[src/rtl/core/hsvrdc_pkg.sv]
`timescale 1ns / 1ps
// shared types and constants of the hsv region dominant color block
// no dependencies

package hsvrdc_pkg;

    localparam int MAX_DIM     = 2048;
    localparam int POS_W       = $clog2(MAX_DIM);
    localparam int CFG_DIM_W   = 12;
    localparam int CFG_OFS_W   = 11;
    localparam int CMP_W       = (POS_W + 2 > 13) ? POS_W + 2 : 13;
    localparam int CFG_IDX_W   = 3;
    localparam int CFG_DATA_W  = 12;
    localparam int NUM_CLASSES = 10;
    localparam int CLS_W       = 4;
    localparam int CNT_W       = 22;
    localparam int Q_DEPTH     = 4;
    localparam int Q_PTR_W     = $clog2(Q_DEPTH);

    localparam logic [CNT_W-1:0] CNT_MAX = {CNT_W{1'b1}};

    localparam logic [CLS_W-1:0] CLS_BLACK  = 4'd0;
    localparam logic [CLS_W-1:0] CLS_GRAY   = 4'd1;
    localparam logic [CLS_W-1:0] CLS_WHITE  = 4'd2;
    localparam logic [CLS_W-1:0] CLS_RED    = 4'd3;
    localparam logic [CLS_W-1:0] CLS_ORANGE = 4'd4;
    localparam logic [CLS_W-1:0] CLS_YELLOW = 4'd5;
    localparam logic [CLS_W-1:0] CLS_GREEN  = 4'd6;
    localparam logic [CLS_W-1:0] CLS_CYAN   = 4'd7;
    localparam logic [CLS_W-1:0] CLS_BLUE   = 4'd8;
    localparam logic [CLS_W-1:0] CLS_PURPLE = 4'd9;
    localparam logic [CLS_W-1:0] CLS_LAST   = CLS_PURPLE;

    localparam logic [CFG_IDX_W-1:0] REG_IMAGE_WIDTH  = 3'd0;
    localparam logic [CFG_IDX_W-1:0] REG_IMAGE_HEIGHT = 3'd1;
    localparam logic [CFG_IDX_W-1:0] REG_BOX_LEFT     = 3'd2;
    localparam logic [CFG_IDX_W-1:0] REG_BOX_TOP      = 3'd3;
    localparam logic [CFG_IDX_W-1:0] REG_BOX_WIDTH    = 3'd4;
    localparam logic [CFG_IDX_W-1:0] REG_BOX_HEIGHT   = 3'd5;

    typedef struct packed {
        logic             hit;
        logic [CLS_W-1:0] cls;
        logic             last;
    } t_item;

    typedef struct packed {
        logic full;
        logic empty;
    } t_q_status;

    typedef struct packed {
        logic pop;
        logic pop_last;
        logic scan_busy;
    } t_back_status;

endpackage

[src/rtl/core/hsvrdc_front.sv]
`timescale 1ns / 1ps
// front end: config registers, pixel position tracking, box test and classification
// depends on hsvrdc_pkg

module hsvrdc_front import hsvrdc_pkg::*; (
    input  logic                  i_clk,
    input  logic                  i_rst_n,
    input  logic                  i_cfg_valid,
    input  logic [CFG_IDX_W-1:0]  i_cfg_index,
    input  logic [CFG_DATA_W-1:0] i_cfg_data,
    input  logic                  i_in_valid,
    input  logic                  i_q_full,
    input  logic [7:0]            i_hue,
    input  logic [7:0]            i_saturation,
    input  logic [7:0]            i_brightness,
    output logic                  o_in_ready,
    output logic                  o_push,
    output t_item                 o_item
);

    localparam logic [CMP_W-1:0] DIM_MAX = CMP_W'(MAX_DIM);
    localparam logic [CMP_W-1:0] DIM_ONE = CMP_W'(1);

    logic [CFG_DIM_W-1:0] r_image_width, r_image_height, r_box_width, r_box_height;
    logic [CFG_OFS_W-1:0] r_box_left, r_box_top;
    logic [POS_W-1:0]     r_col, r_row;

    logic [CMP_W-1:0] w_width, w_height, w_col, w_row, w_col_inc, w_row_inc;
    logic [CMP_W-1:0] w_row_lo, w_row_hi, w_col_lo, w_col_hi;
    logic             w_in_box, w_col_end, w_row_end, w_hit;
    logic [CLS_W-1:0] w_cls;

    function automatic logic [CMP_W-1:0] clamp_dim(input logic [CFG_DIM_W-1:0] v);
        logic [CMP_W-1:0] x;
        x = CMP_W'(v);
        if (x < DIM_ONE) begin
            return DIM_ONE;
        end else if (x > DIM_MAX) begin
            return DIM_MAX;
        end
        return x;
    endfunction

    always_comb begin
        w_hit = 1'b1;
        w_cls = CLS_BLACK;
        if (i_hue > 8'd180) begin
            w_hit = 1'b0;
        end else if (i_brightness <= 8'd46) begin
            w_cls = CLS_BLACK;
        end else if (i_saturation <= 8'd43 && i_brightness <= 8'd220) begin
            w_cls = CLS_GRAY;
        end else if (i_saturation <= 8'd30 && i_brightness >= 8'd221) begin
            w_cls = CLS_WHITE;
        end else if (i_saturation < 8'd43) begin
            w_hit = 1'b0;
        end else if (i_hue <= 8'd10 || i_hue >= 8'd156) begin
            w_cls = CLS_RED;
        end else if (i_hue <= 8'd25) begin
            w_cls = CLS_ORANGE;
        end else if (i_hue <= 8'd34) begin
            w_cls = CLS_YELLOW;
        end else if (i_hue <= 8'd77) begin
            w_cls = CLS_GREEN;
        end else if (i_hue <= 8'd99) begin
            w_cls = CLS_CYAN;
        end else if (i_hue <= 8'd124) begin
            w_cls = CLS_BLUE;
        end else begin
            w_cls = CLS_PURPLE;
        end
    end

    always_comb begin
        w_width   = clamp_dim(r_image_width);
        w_height  = clamp_dim(r_image_height);
        w_col     = CMP_W'(r_col);
        w_row     = CMP_W'(r_row);
        w_col_inc = w_col + DIM_ONE;
        w_row_inc = w_row + DIM_ONE;
        w_col_lo  = CMP_W'(r_box_left);
        w_col_hi  = CMP_W'(r_box_left) + CMP_W'(r_box_width);
        w_row_lo  = CMP_W'(r_box_top) + CMP_W'(r_box_height >> 1);
        w_row_hi  = CMP_W'(r_box_top) + CMP_W'(r_box_height);
        w_in_box  = (w_row >= w_row_lo) && (w_row < w_row_hi) &&
                    (w_col >= w_col_lo) && (w_col < w_col_hi);
        w_col_end = w_col_inc >= w_width;
        w_row_end = w_row_inc >= w_height;
    end

    assign o_in_ready  = !i_q_full;
    assign o_push      = i_in_valid && o_in_ready;
    assign o_item.hit  = w_in_box && w_hit;
    assign o_item.cls  = w_cls;
    assign o_item.last = w_col_end && w_row_end;

    always_ff @(posedge i_clk) begin
        if (!i_rst_n) begin
            r_image_width  <= CFG_DIM_W'(640);
            r_image_height <= CFG_DIM_W'(480);
            r_box_left     <= '0;
            r_box_top      <= '0;
            r_box_width    <= '0;
            r_box_height   <= '0;
            r_col          <= '0;
            r_row          <= '0;
        end else begin
            if (i_cfg_valid) begin
                case (i_cfg_index)
                    REG_IMAGE_WIDTH:  r_image_width  <= i_cfg_data;
                    REG_IMAGE_HEIGHT: r_image_height <= i_cfg_data;
                    REG_BOX_LEFT:     r_box_left     <= i_cfg_data[CFG_OFS_W-1:0];
                    REG_BOX_TOP:      r_box_top      <= i_cfg_data[CFG_OFS_W-1:0];
                    REG_BOX_WIDTH:    r_box_width    <= i_cfg_data;
                    REG_BOX_HEIGHT:   r_box_height   <= i_cfg_data;
                    default: ;
                endcase
            end
            if (o_push) begin
                if (w_col_end) begin
                    r_col <= '0;
                    if (w_row_end) begin
                        r_row <= '0;
                    end else begin
                        r_row <= w_row_inc[POS_W-1:0];
                    end
                end else begin
                    r_col <= w_col_inc[POS_W-1:0];
                end
            end
        end
    end

endmodule

[src/rtl/core/hsvrdc_queue.sv]
`timescale 1ns / 1ps
// short item queue between the front end and the counter back end
// depends on hsvrdc_pkg

module hsvrdc_queue import hsvrdc_pkg::*; (
    input  logic      i_clk,
    input  logic      i_rst_n,
    input  logic      i_push,
    input  t_item     i_item,
    input  logic      i_pop,
    output t_item     o_item,
    output t_q_status o_status
);

    t_item              r_mem [Q_DEPTH];
    logic [Q_PTR_W-1:0] r_wr_ptr, r_rd_ptr;
    logic [Q_PTR_W:0]   r_count;

    assign o_item         = r_mem[r_rd_ptr];
    assign o_status.full  = r_count == (Q_PTR_W+1)'(Q_DEPTH);
    assign o_status.empty = r_count == '0;

    always_ff @(posedge i_clk) begin
        if (i_push) begin
            r_mem[r_wr_ptr] <= i_item;
        end
    end

    always_ff @(posedge i_clk) begin
        if (!i_rst_n) begin
            r_wr_ptr <= '0;
            r_rd_ptr <= '0;
            r_count  <= '0;
        end else begin
            if (i_push) begin
                r_wr_ptr <= r_wr_ptr + 1'b1;
            end
            if (i_pop) begin
                r_rd_ptr <= r_rd_ptr + 1'b1;
            end
            case ({i_push, i_pop})
                2'b10:   r_count <= r_count + 1'b1;
                2'b01:   r_count <= r_count - 1'b1;
                default: r_count <= r_count;
            endcase
        end
    end

endmodule

[src/rtl/core/hsvrdc_back.sv]
`timescale 1ns / 1ps
// back end: saturating class counters, frame snapshot, serial argmax and output register
// depends on hsvrdc_pkg

module hsvrdc_back import hsvrdc_pkg::*; (
    input  logic             i_clk,
    input  logic             i_rst_n,
    input  t_item            i_item,
    input  logic             i_q_empty,
    input  logic             i_out_ready,
    output logic             o_out_valid,
    output logic [CLS_W-1:0] o_dominant_class,
    output t_back_status     o_status
);

    logic [CNT_W-1:0] r_cnt  [NUM_CLASSES];
    logic [CNT_W-1:0] r_snap [NUM_CLASSES];
    logic [CNT_W-1:0] w_inc  [NUM_CLASSES];
    logic [CNT_W-1:0] r_best_val, w_cand;
    logic [CLS_W-1:0] r_idx, r_best, w_new_best, r_out_class;
    logic             r_scan, r_out_valid, w_pop, w_gt, w_out_free, w_finish;

    assign w_pop      = !i_q_empty && (!i_item.last || !r_scan);
    assign w_cand     = r_snap[r_idx];
    assign w_gt       = w_cand > r_best_val;
    assign w_new_best = w_gt ? r_idx : r_best;
    assign w_out_free = !r_out_valid || i_out_ready;
    assign w_finish   = r_scan && (r_idx == CLS_LAST) && w_out_free;

    always_comb begin
        for (int i = 0; i < NUM_CLASSES; i++) begin
            w_inc[i] = r_cnt[i] + CNT_W'(i_item.hit && i_item.cls == CLS_W'(i) &&
                                        r_cnt[i] != CNT_MAX);
        end
    end

    assign o_out_valid        = r_out_valid;
    assign o_dominant_class   = r_out_class;
    assign o_status.pop       = w_pop;
    assign o_status.pop_last  = w_pop && i_item.last;
    assign o_status.scan_busy = r_scan;

    always_ff @(posedge i_clk) begin
        if (!i_rst_n) begin
            for (int i = 0; i < NUM_CLASSES; i++) begin
                r_cnt[i]  <= '0;
                r_snap[i] <= '0;
            end
            r_scan      <= 1'b0;
            r_idx       <= '0;
            r_best      <= '0;
            r_best_val  <= '0;
            r_out_valid <= 1'b0;
            r_out_class <= '0;
        end else begin
            if (w_finish) begin
                r_out_valid <= 1'b1;
            end else if (r_out_valid && i_out_ready) begin
                r_out_valid <= 1'b0;
            end
            if (w_pop) begin
                for (int i = 0; i < NUM_CLASSES; i++) begin
                    r_cnt[i] <= i_item.last ? '0 : w_inc[i];
                end
                if (i_item.last) begin
                    for (int i = 0; i < NUM_CLASSES; i++) begin
                        r_snap[i] <= w_inc[i];
                    end
                    r_scan     <= 1'b1;
                    r_idx      <= CLS_W'(1);
                    r_best     <= CLS_BLACK;
                    r_best_val <= w_inc[0];
                end
            end
            if (r_scan) begin
                if (r_idx == CLS_LAST) begin
                    if (w_out_free) begin
                        r_scan      <= 1'b0;
                        r_out_class <= w_new_best;
                    end
                end else begin
                    r_idx      <= r_idx + 1'b1;
                    r_best     <= w_new_best;
                    r_best_val <= w_gt ? w_cand : r_best_val;
                end
            end
        end
    end

endmodule

[src/rtl/core/hsv_region_dominant_color_top.sv]
`timescale 1ns / 1ps
// hsv region dominant color, top level; depends on hsvrdc_pkg, front, queue, back
// throughput: one pixel item per cycle, except while a frame-end item waits for a busy argmax scan
// path from the last pixel of a frame to result valid: queue, counter update and snapshot,
// nine-step serial argmax over the class counters, output register
// frame ends that arrive while the argmax scan is still busy stall the input once the queue fills
// reset: synchronous active low; config to defaults, counters, position and queue cleared

module hsv_region_dominant_color_top import hsvrdc_pkg::*; (
    input  logic                  i_clk,
    input  logic                  i_rst_n,
    input  logic                  i_cfg_valid,
    output logic                  o_cfg_ready,
    input  logic [CFG_IDX_W-1:0]  i_cfg_index,
    input  logic [CFG_DATA_W-1:0] i_cfg_data,
    input  logic                  i_in_valid,
    output logic                  o_in_ready,
    input  logic [7:0]            i_hue,
    input  logic [7:0]            i_saturation,
    input  logic [7:0]            i_brightness,
    output logic                  o_out_valid,
    input  logic                  i_out_ready,
    output logic [CLS_W-1:0]      o_dominant_class
);

    t_item        w_push_item, w_head_item;
    t_q_status    w_q_status;
    t_back_status w_back_status;
    logic         w_push;

    assign o_cfg_ready = 1'b1;

    hsvrdc_front u_front (
        .i_clk        (i_clk),
        .i_rst_n      (i_rst_n),
        .i_cfg_valid  (i_cfg_valid && o_cfg_ready),
        .i_cfg_index  (i_cfg_index),
        .i_cfg_data   (i_cfg_data),
        .i_in_valid   (i_in_valid),
        .i_q_full     (w_q_status.full),
        .i_hue        (i_hue),
        .i_saturation (i_saturation),
        .i_brightness (i_brightness),
        .o_in_ready   (o_in_ready),
        .o_push       (w_push),
        .o_item       (w_push_item)
    );

    hsvrdc_queue u_queue (
        .i_clk    (i_clk),
        .i_rst_n  (i_rst_n),
        .i_push   (w_push),
        .i_item   (w_push_item),
        .i_pop    (w_back_status.pop),
        .o_item   (w_head_item),
        .o_status (w_q_status)
    );

    hsvrdc_back u_back (
        .i_clk            (i_clk),
        .i_rst_n          (i_rst_n),
        .i_item           (w_head_item),
        .i_q_empty        (w_q_status.empty),
        .i_out_ready      (i_out_ready),
        .o_out_valid      (o_out_valid),
        .o_dominant_class (o_dominant_class),
        .o_status         (w_back_status)
    );

`ifndef SYNTH
    a_queue_flags: assert property (@(posedge i_clk) disable iff (!i_rst_n)
        !(w_q_status.full && w_q_status.empty))
        else $error("queue full and empty at once");

    a_pop_nonempty: assert property (@(posedge i_clk) disable iff (!i_rst_n)
        w_back_status.pop |-> !w_q_status.empty)
        else $error("pop from empty queue");

    a_last_scan_idle: assert property (@(posedge i_clk) disable iff (!i_rst_n)
        w_back_status.pop_last |=> w_back_status.scan_busy)
        else $error("frame end did not start the argmax scan");

    a_class_range: assert property (@(posedge i_clk) disable iff (!i_rst_n)
        o_out_valid |-> o_dominant_class <= CLS_LAST)
        else $error("dominant class out of range");
`endif

endmodule
[config.mk]
export PLATFORM = sky130hd
export DESIGN_NAME = hsv_region_dominant_color_top
export DESIGN_NICKNAME = d
export VERILOG_FILES = /design/src/rtl/core/hsvrdc_pkg.sv /design/src/rtl/core/hsvrdc_front.sv /design/src/rtl/core/hsvrdc_queue.sv /design/src/rtl/core/hsvrdc_back.sv /design/src/rtl/core/hsv_region_dominant_color_top.sv
export SDC_FILE = /design/constraint.sdc
export NUM_CORES = 1
export LEC_CHECK = 0
export ABC_AREA = 1
export BUFFER_PORTS_ARGS = -buffer_cell sky130_fd_sc_hd__buf_2
export CAP_MARGIN = 20
export CORE_ASPECT_RATIO = 1.5
export CORE_MARGIN = 4
export CORE_UTILIZATION = 45
export CTS_BUF_LIST = sky130_fd_sc_hd__clkbuf_4 sky130_fd_sc_hd__clkbuf_8 sky130_fd_sc_hd__clkbuf_16
export DETAILED_ROUTE_END_ITERATION = 8
export SKIP_CTS_REPAIR_TIMING = 1
export SKIP_LAST_GASP = 1
export SLEW_MARGIN = 15
export SYNTH_ARGS = -nofsm -noshare
export SYNTH_HDL_FRONTEND = slang
export SYNTH_SLANG_ARGS = --single-unit
[constraint.sdc]
create_clock -name i_clk -period 20.9 [get_ports i_clk]
set_clock_uncertainty 0.1 [all_clocks]
set_input_delay 2.09 -clock i_clk [delete_from_list [all_inputs] [get_ports i_clk]]
set_output_delay 2.09 -clock i_clk [all_outputs]
set_load 0.005 [all_outputs]
# After elaboration in Yosys (flattened, before gate mapping)

Memory sizes are Yosys's and may differ from the RTL's. A register that Yosys moved wholly into a read port is not among the register bits.
Cells that the tools add are included.

Memories kept: 3
Memory bits (writable): 464
Word-level logic and storage cells: 260
Flip-flop bits (word level): 135
Input bits: 44

Memories:

| name          | depth | width | rd ports | clocked after memory_dff | write ports | line               | text |
|---|---|---|---|---|---|---|---|
| u_back.r_cnt  | 10    | 22    | 10       | 0                        | 10          | hsvrdc_back.sv:16  | `logic [CNT_W-1:0] r_cnt [NUM_CLASSES];` |
| u_back.r_snap | 10    | 22    | 1        | 1                        | 10          | hsvrdc_back.sv:17  | `logic [CNT_W-1:0] r_snap [NUM_CLASSES];` |
| u_queue.r_mem | 4     | 6     | 1        | 1                        | 1           | hsvrdc_queue.sv:15 | `t_item r_mem [Q_DEPTH];` |

Magnitude comparators: 25
Multiplexer cells: 93
Eq/ne operators: 29
Add/subtract/negate cells: 20
Bitwise logic cells: 20
Reduce and logical (&&, ||, !) cells: 53

Operators with widths:

| operator              | number |
|---|---|
| $mux 22               | 35 |
| $add 22x1->22         | 10 |
| $ne 22x22->1 const B  | 10 |
| $mux 4                | 20 |
| $mux 13               | 6 |
| $logic_and 1x1->1     | 32 |
| $mux 1                | 27 |
| $add 11x12->13        | 2 |
| $ge 13x13->1          | 2 |
| $lt 11x13->1          | 2 |
| $add 11x1->12 const B | 2 |
| $gt 12x12->1 const B  | 2 |
| $le 8x6->1 const B    | 3 |
| $le 8x7->1 const B    | 3 |
| $lt 12x1->1 const B   | 2 |
| $gt 22x22->1          | 1 |
| $mux 11               | 2 |
| $or 1x1->1            | 20 |
| $eq 4x3->1 const B    | 4 |
| $ge 8x8->1 const B    | 2 |
| $le 8x5->1 const B    | 2 |
| $reduce_and 2->1      | 7 |
| $ge 11x13->1          | 1 |
| $add 11x11->12        | 1 |
| 26 further kinds      | 42 |

# Depth between registers and ports, before layout

Depth after elaboration: 12
Gate-level depth with buffers: 23

# Hierarchy

Synthesis repeated with hierarchy kept, for this count alone.

Cell total of the unflattened synthesis: 3966
Area, all modules: 33544.7 µm²

By module, submodules not included:

| module                        | area an instance (µm²) | cells an instance | instances | sequential area each (µm²) |
|---|---|---|---|---|
| hsvrdc_back                   | 25099.1                | 2802              | 1         | 13933.4 |
| hsvrdc_front                  | 7100.6                 | 1047              | 1         | 1841.8 |
| hsvrdc_queue                  | 1333.8                 | 115               | 1         | 900.9 |
| hsv_region_dominant_color_top | 11.3                   | 2                 | 1         | 0.0 |

# Worst setup path after synthesis

Ideal clock, no wire load.

Kind: input to register
Start: input port i_rst_n
End: memory u_back.r_snap[0][0] (enable)
Stages: 3
Setup slack: 12836 ps
Arrival: 6251 ps
Library setup time: 1713 ps
Cells stage by stage: clkbuf_1 -> buf_1 -> nand2_1

RTL lines:

| item               | line                                | text |
|---|---|---|
| start: declaration | hsv_region_dominant_color_top.sv:11 | `input logic i_rst_n,` |
| end: declaration   | hsvrdc_back.sv:17                   |  |

==> results by stage <==
Outcome:
- The run finished with clean final reports.

Yosys:
- The register bit count reported by yosys is 601.
- Synthesis handed over a netlist of 4089 instances.
- After synthesis the cells add up to around 34000 um2.
- The number of synthesis warnings is 0.
- In this run, synthesis inferred 464 flip-flops with an integrated enable.
- For this run, asynchronously set or reset flops after synthesis account for 0.
- A synthesized cell averages a little over 8 um2.
- The fraction of the yosys area taken by sequential cells is 0.490.
- The synthesized net count is 4287.
- The number of distinct standard cells referenced by the synthesized netlist is 55.
- The most used flip-flop cell after synthesis is sky130_fd_sc_hd__edfxtp_1.

Setup path:
- The startpoint of the most critical setup path is i_rst_n.
- The data arrival at the endpoint of the critical path is between 5000 and 6000 ps.
- In this run the critical register-to-register path is captured at u_back.r_best_val[17].
- The path depth of the worst reg2reg path is 17.
- The critical-path maximum fanout is 63.
- The critical path in this run is classified as in2reg.
- The reg-to-reg critical path startpoint is u_back.r_idx[0].
- The kind of end point of the critical path is a flop.
- The data required time of the worst path is 21070 ps.
- The reg-to-reg setup timing slack is 16180 ps.
- The nature of the critical path startpoint is an input port.

GRT:
- The remaining global-route overflow is 0.
- The number of antenna violations at the first check in global routing is 0.
- In the global route stage, met2 resource usage came out at 0.426.
- The first global-routing pass estimated about 140000 um of wire.
- In this run the most used layer during global routing was met2.
- For met3 alone, demand over resource in global routing was 0.0238.
- For this run, global-route usage on met1 was measured as 0.256.
- Across every metal layer, demand over resource in global routing totals 0.227.
- Entering global routing, the biggest net connects 125 pins.
- The via count of the first global-routing pass is 26300.

Layout:
- The number of nets at the end of the flow is 4285.
- The final cell count without fillers is slightly above 5000.
- In the final layout, the share of cells above drive strength 1 is 0.0633.
- The relative area change from synthesis to final layout is 9.28%.
- The count of inserted antenna diode cells is 0.

STA:
- Dividing the final minimum period by the clock period gives 0.232.
- For the final routed database, the setup TNS stands at 0 ps.
- Setup violations remaining at the end of the flow were counted as 0.
- The number of hold violations in the final report came to 0.
- The clock period could shrink to 4850 ps.
- The upper clock frequency limit is 206 MHz.
- Measured against its own limit, the worst slew margin works out to 0.321.
- The count of final max-slew check failures is 0.
- Setup slack on the critical path of the routed design comes to 16050 ps.
- Setup repair after global routing left no endpoint under its margin.
- The slew of the pin with the lowest slew margin is 1020 ps.

Power:
- Power spread over the standard cell area amounts to 125 nW/um2.
- The sum of internal, switching and leakage power is roughly 4.6 mW.
- The peak supply drop is ~0.000068 V.
- The leakage power is 15.1 nW.

Routing:
- The final routed wirelength across all metal layers is between 90000 and 100000 um.
- The count of nets left with antenna violations once routing finished came out at 0.
- In the final routed layout, each cell accounts on average for 18.0 um.
- The routed layout has approximately 27000 vias.
- The first routing iteration left between 1500 and 2000 violations.
- In the routed design, unresolved DRC markers number 0.
- The number of search-and-repair iterations in the first detailed-routing pass is 6.
- After detailed routing, the number of vias per cell comes to around 5.2.

Clock tree:
- TritonCTS built the clock tree.
- The root cell of the clock tree is sky130_fd_sc_hd__clkbuf_16.
- The clock latency on the worst-skew pair is 650 ps.
- The H-tree generated during clock tree synthesis spans 2 levels.
- TritonCTS created 60 clock buffers.
- The maximum clock insertion buffer count is 3.
- Clock-pin slew was measured on the worst setup and hold paths at 60 ps.
- The number of clock sinks is 601.

Hold path:
- The worst hold path belongs to the class reg2reg.
- The worst hold path startpoint is u_back.r_best[3].
- The worst hold path terminates at u_back.r_best[3].
- The worst hold path depth is 2.

Floorplanning:
- The I/O pin total is about 50.
- The floorplan has 123 rows.
- The placeable core area is 74900 um2.
- The y dimension of the die is 345 um.
- The initial utilization of the core area, before any placement, comes to 0.454.
- The die width is 232 um.
- The die outline area is approximately 80000 um2.

Run:
- The max-cap check violation count is 0.

Place:
- The minimum setup slack after placement is roughly 15000 ps.
- Input and output buffers added on the ports amount to 49.
- Once detailed placement completed, the half-perimeter wirelength came to 67300 um.
- The congestion estimate from routability-driven global placement came to 0.892.
- Counting tap cells, the placed design contains a total of approximately 5000 instances.
-- power breakdown --
| group | internal (mW) | switching [mW] | leakage (nW) |
|---|---|---|---|
| clock | 0.646 | 0.485 | 1.03 |
| combinational | 0.392 | 1.13 | 8.03 |
| sequential | 1.75 | 0.239 | 6.08 |
-- worst max path at each step --
stage | to | cells after the start | slack, ps
floorplan | u_back.r_snap[0][0] | 3 | 12840
detailed placement | u_back.r_cnt[0][70] | 5 | 15350
finish | u_back.r_cnt[0][56] | 5 | 16050
CTS | u_back.r_cnt[0][55] | 5 | 16050
global route | u_back.r_best_val[19] | 19 | 15820
global placement | u_back.r_cnt[0][70] | 5 | 15400
-- logic make-up after synthesis --
| group | share of synthesized area |
|---|---|
| AO/OA/AOI/OAI | 0.0765 |
| XOR/XNOR | 0.0523 |
| adder cells (fa/ha/maj) | 0.0576 |
| buffers and inverters | 0.0709 |
| flip-flops | 0.490 |
| other | 0.000110 |
| AND/OR/NAND/NOR | 0.252 |
-- worst max-delay path: stages --
cell and delay [ps]:
sky130_fd_sc_hd__buf_2 380, sky130_fd_sc_hd__buf_4 440, sky130_fd_sc_hd__nand2_4 470, sky130_fd_sc_hd__buf_4 680
sky130_fd_sc_hd__buf_4 780
-- area by class of cell --
class                   instances  area [um2]
clock inverters                29         272
well taps                    1000        1250
clock buffers                  85        1790
fillers                      7318       37800
multi-input cells            2873       14900
inverters                     481        1820
flip-flops and latches        601       16700
repair buffers                 70         423
-- sequential cells by signal, summed over array words and instances (netlist names), named ones only --
signal / count
u_front.r_box_width: 12
u_front.r_box_height: 12
u_queue.r_rd_ptr: 2
u_back.r_best: 4
u_front.r_image_height: 12
u_front.r_row: 11
u_front.r_image_width: 12
u_queue.r_count: 3
u_back.o_dominant_class: 4
u_back.r_snap: 220
u_front.r_box_top: 11
u_back.r_scan: 1
u_queue.r_mem: 24
u_back.r_idx: 4
u_back.r_cnt: 220
u_back.r_best_val: 22
u_queue.r_wr_ptr: 2
u_front.r_col: 11
u_front.r_box_left: 11
u_back.o_out_valid: 1
-- metal layers --
layer / vias to the layer above / part of all wire
met1: 12700 / 0.39
met3: 198 / 0.036
met4: 0 / 0.053
met5: - / 0
met2: 551 / 0.53
li1: 13500 / -
-- cell usage after synthesis (24+ instances only) --
library cell               number  area [um2]
sky130_fd_sc_hd__a21oi_1      181         906
sky130_fd_sc_hd__buf_2         65         325
sky130_fd_sc_hd__clkbuf_1      56         210
sky130_fd_sc_hd__dfxtp_1      137        2740
sky130_fd_sc_hd__edfxtp_1     464       13900
sky130_fd_sc_hd__ha_1         150        1880
sky130_fd_sc_hd__inv_1        467        1750
sky130_fd_sc_hd__nand2_1      775        2910
sky130_fd_sc_hd__nand3_1      218        1090
sky130_fd_sc_hd__nand4_1       82         513
sky130_fd_sc_hd__nor2_1       786        2950
sky130_fd_sc_hd__nor3_1        83         415
sky130_fd_sc_hd__nor4_1        24         150
sky130_fd_sc_hd__o211ai_1      26         195
sky130_fd_sc_hd__o21ai_0      210        1050
sky130_fd_sc_hd__xnor2_1       62         543
sky130_fd_sc_hd__xor2_1       141        1230
-- placed cells by master (no fill, tap or decap), types with 5 or more instances in the layout --
| cell | netlist | final |
|---|---|---|
| sky130_fd_sc_hd__nor3_2 | 6 | 6 |
| sky130_fd_sc_hd__nor4_1 | 24 | 24 |
| sky130_fd_sc_hd__edfxtp_1 | 464 | 464 |
| sky130_fd_sc_hd__clkbuf_16 | 0 | 63 |
| sky130_fd_sc_hd__clkbuf_8 | 0 | 7 |
| sky130_fd_sc_hd__and2_1 | 7 | 7 |
| sky130_fd_sc_hd__clkinv_2 | 0 | 13 |
| sky130_fd_sc_hd__inv_1 | 467 | 467 |
| sky130_fd_sc_hd__o21ai_0 | 210 | 210 |
| sky130_fd_sc_hd__dfxtp_1 | 137 | 135 |
| sky130_fd_sc_hd__a21o_1 | 5 | 5 |
| sky130_fd_sc_hd__a21oi_2 | 20 | 20 |
| sky130_fd_sc_hd__nand3_1 | 218 | 218 |
| sky130_fd_sc_hd__nor2_2 | 6 | 6 |
| sky130_fd_sc_hd__clkinvlp_4 | 0 | 5 |
| sky130_fd_sc_hd__o211ai_1 | 26 | 26 |
| sky130_fd_sc_hd__xor2_1 | 141 | 141 |
| sky130_fd_sc_hd__a31oi_1 | 5 | 5 |
| sky130_fd_sc_hd__nor2_1 | 786 | 786 |
| sky130_fd_sc_hd__buf_4 | 6 | 20 |
| sky130_fd_sc_hd__a21oi_1 | 181 | 181 |
| sky130_fd_sc_hd__xnor2_1 | 62 | 62 |
| sky130_fd_sc_hd__nand4_1 | 82 | 82 |
| sky130_fd_sc_hd__or2_2 | 22 | 22 |
| sky130_fd_sc_hd__nand2_1 | 775 | 773 |
| sky130_fd_sc_hd__o21bai_1 | 6 | 6 |
| sky130_fd_sc_hd__nor3_1 | 83 | 83 |
| sky130_fd_sc_hd__inv_2 | 10 | 8 |
| sky130_fd_sc_hd__clkinv_1 | 4 | 8 |
| sky130_fd_sc_hd__nand3b_1 | 7 | 7 |
| sky130_fd_sc_hd__ha_1 | 150 | 150 |
| sky130_fd_sc_hd__buf_2 | 65 | 49 |
| sky130_fd_sc_hd__clkbuf_4 | 0 | 15 |
-- metrics by stage --
| stage | util | instance area [um2] | hold WS [ps] |
|---|---|---|---|
| finish | 0.496 | 37200 | 363 |
| global route | 0.496 | 37200 | 398 |
| CTS | 0.495 | 37100 | 365 |
| detailed placement | 0.468 | 35100 | 349 |
| global placement | 0.468 | 35100 | 337 |
| floorplan | - | 34000 | 328 |
Note: power is estimated with default switching activity, not from simulation.
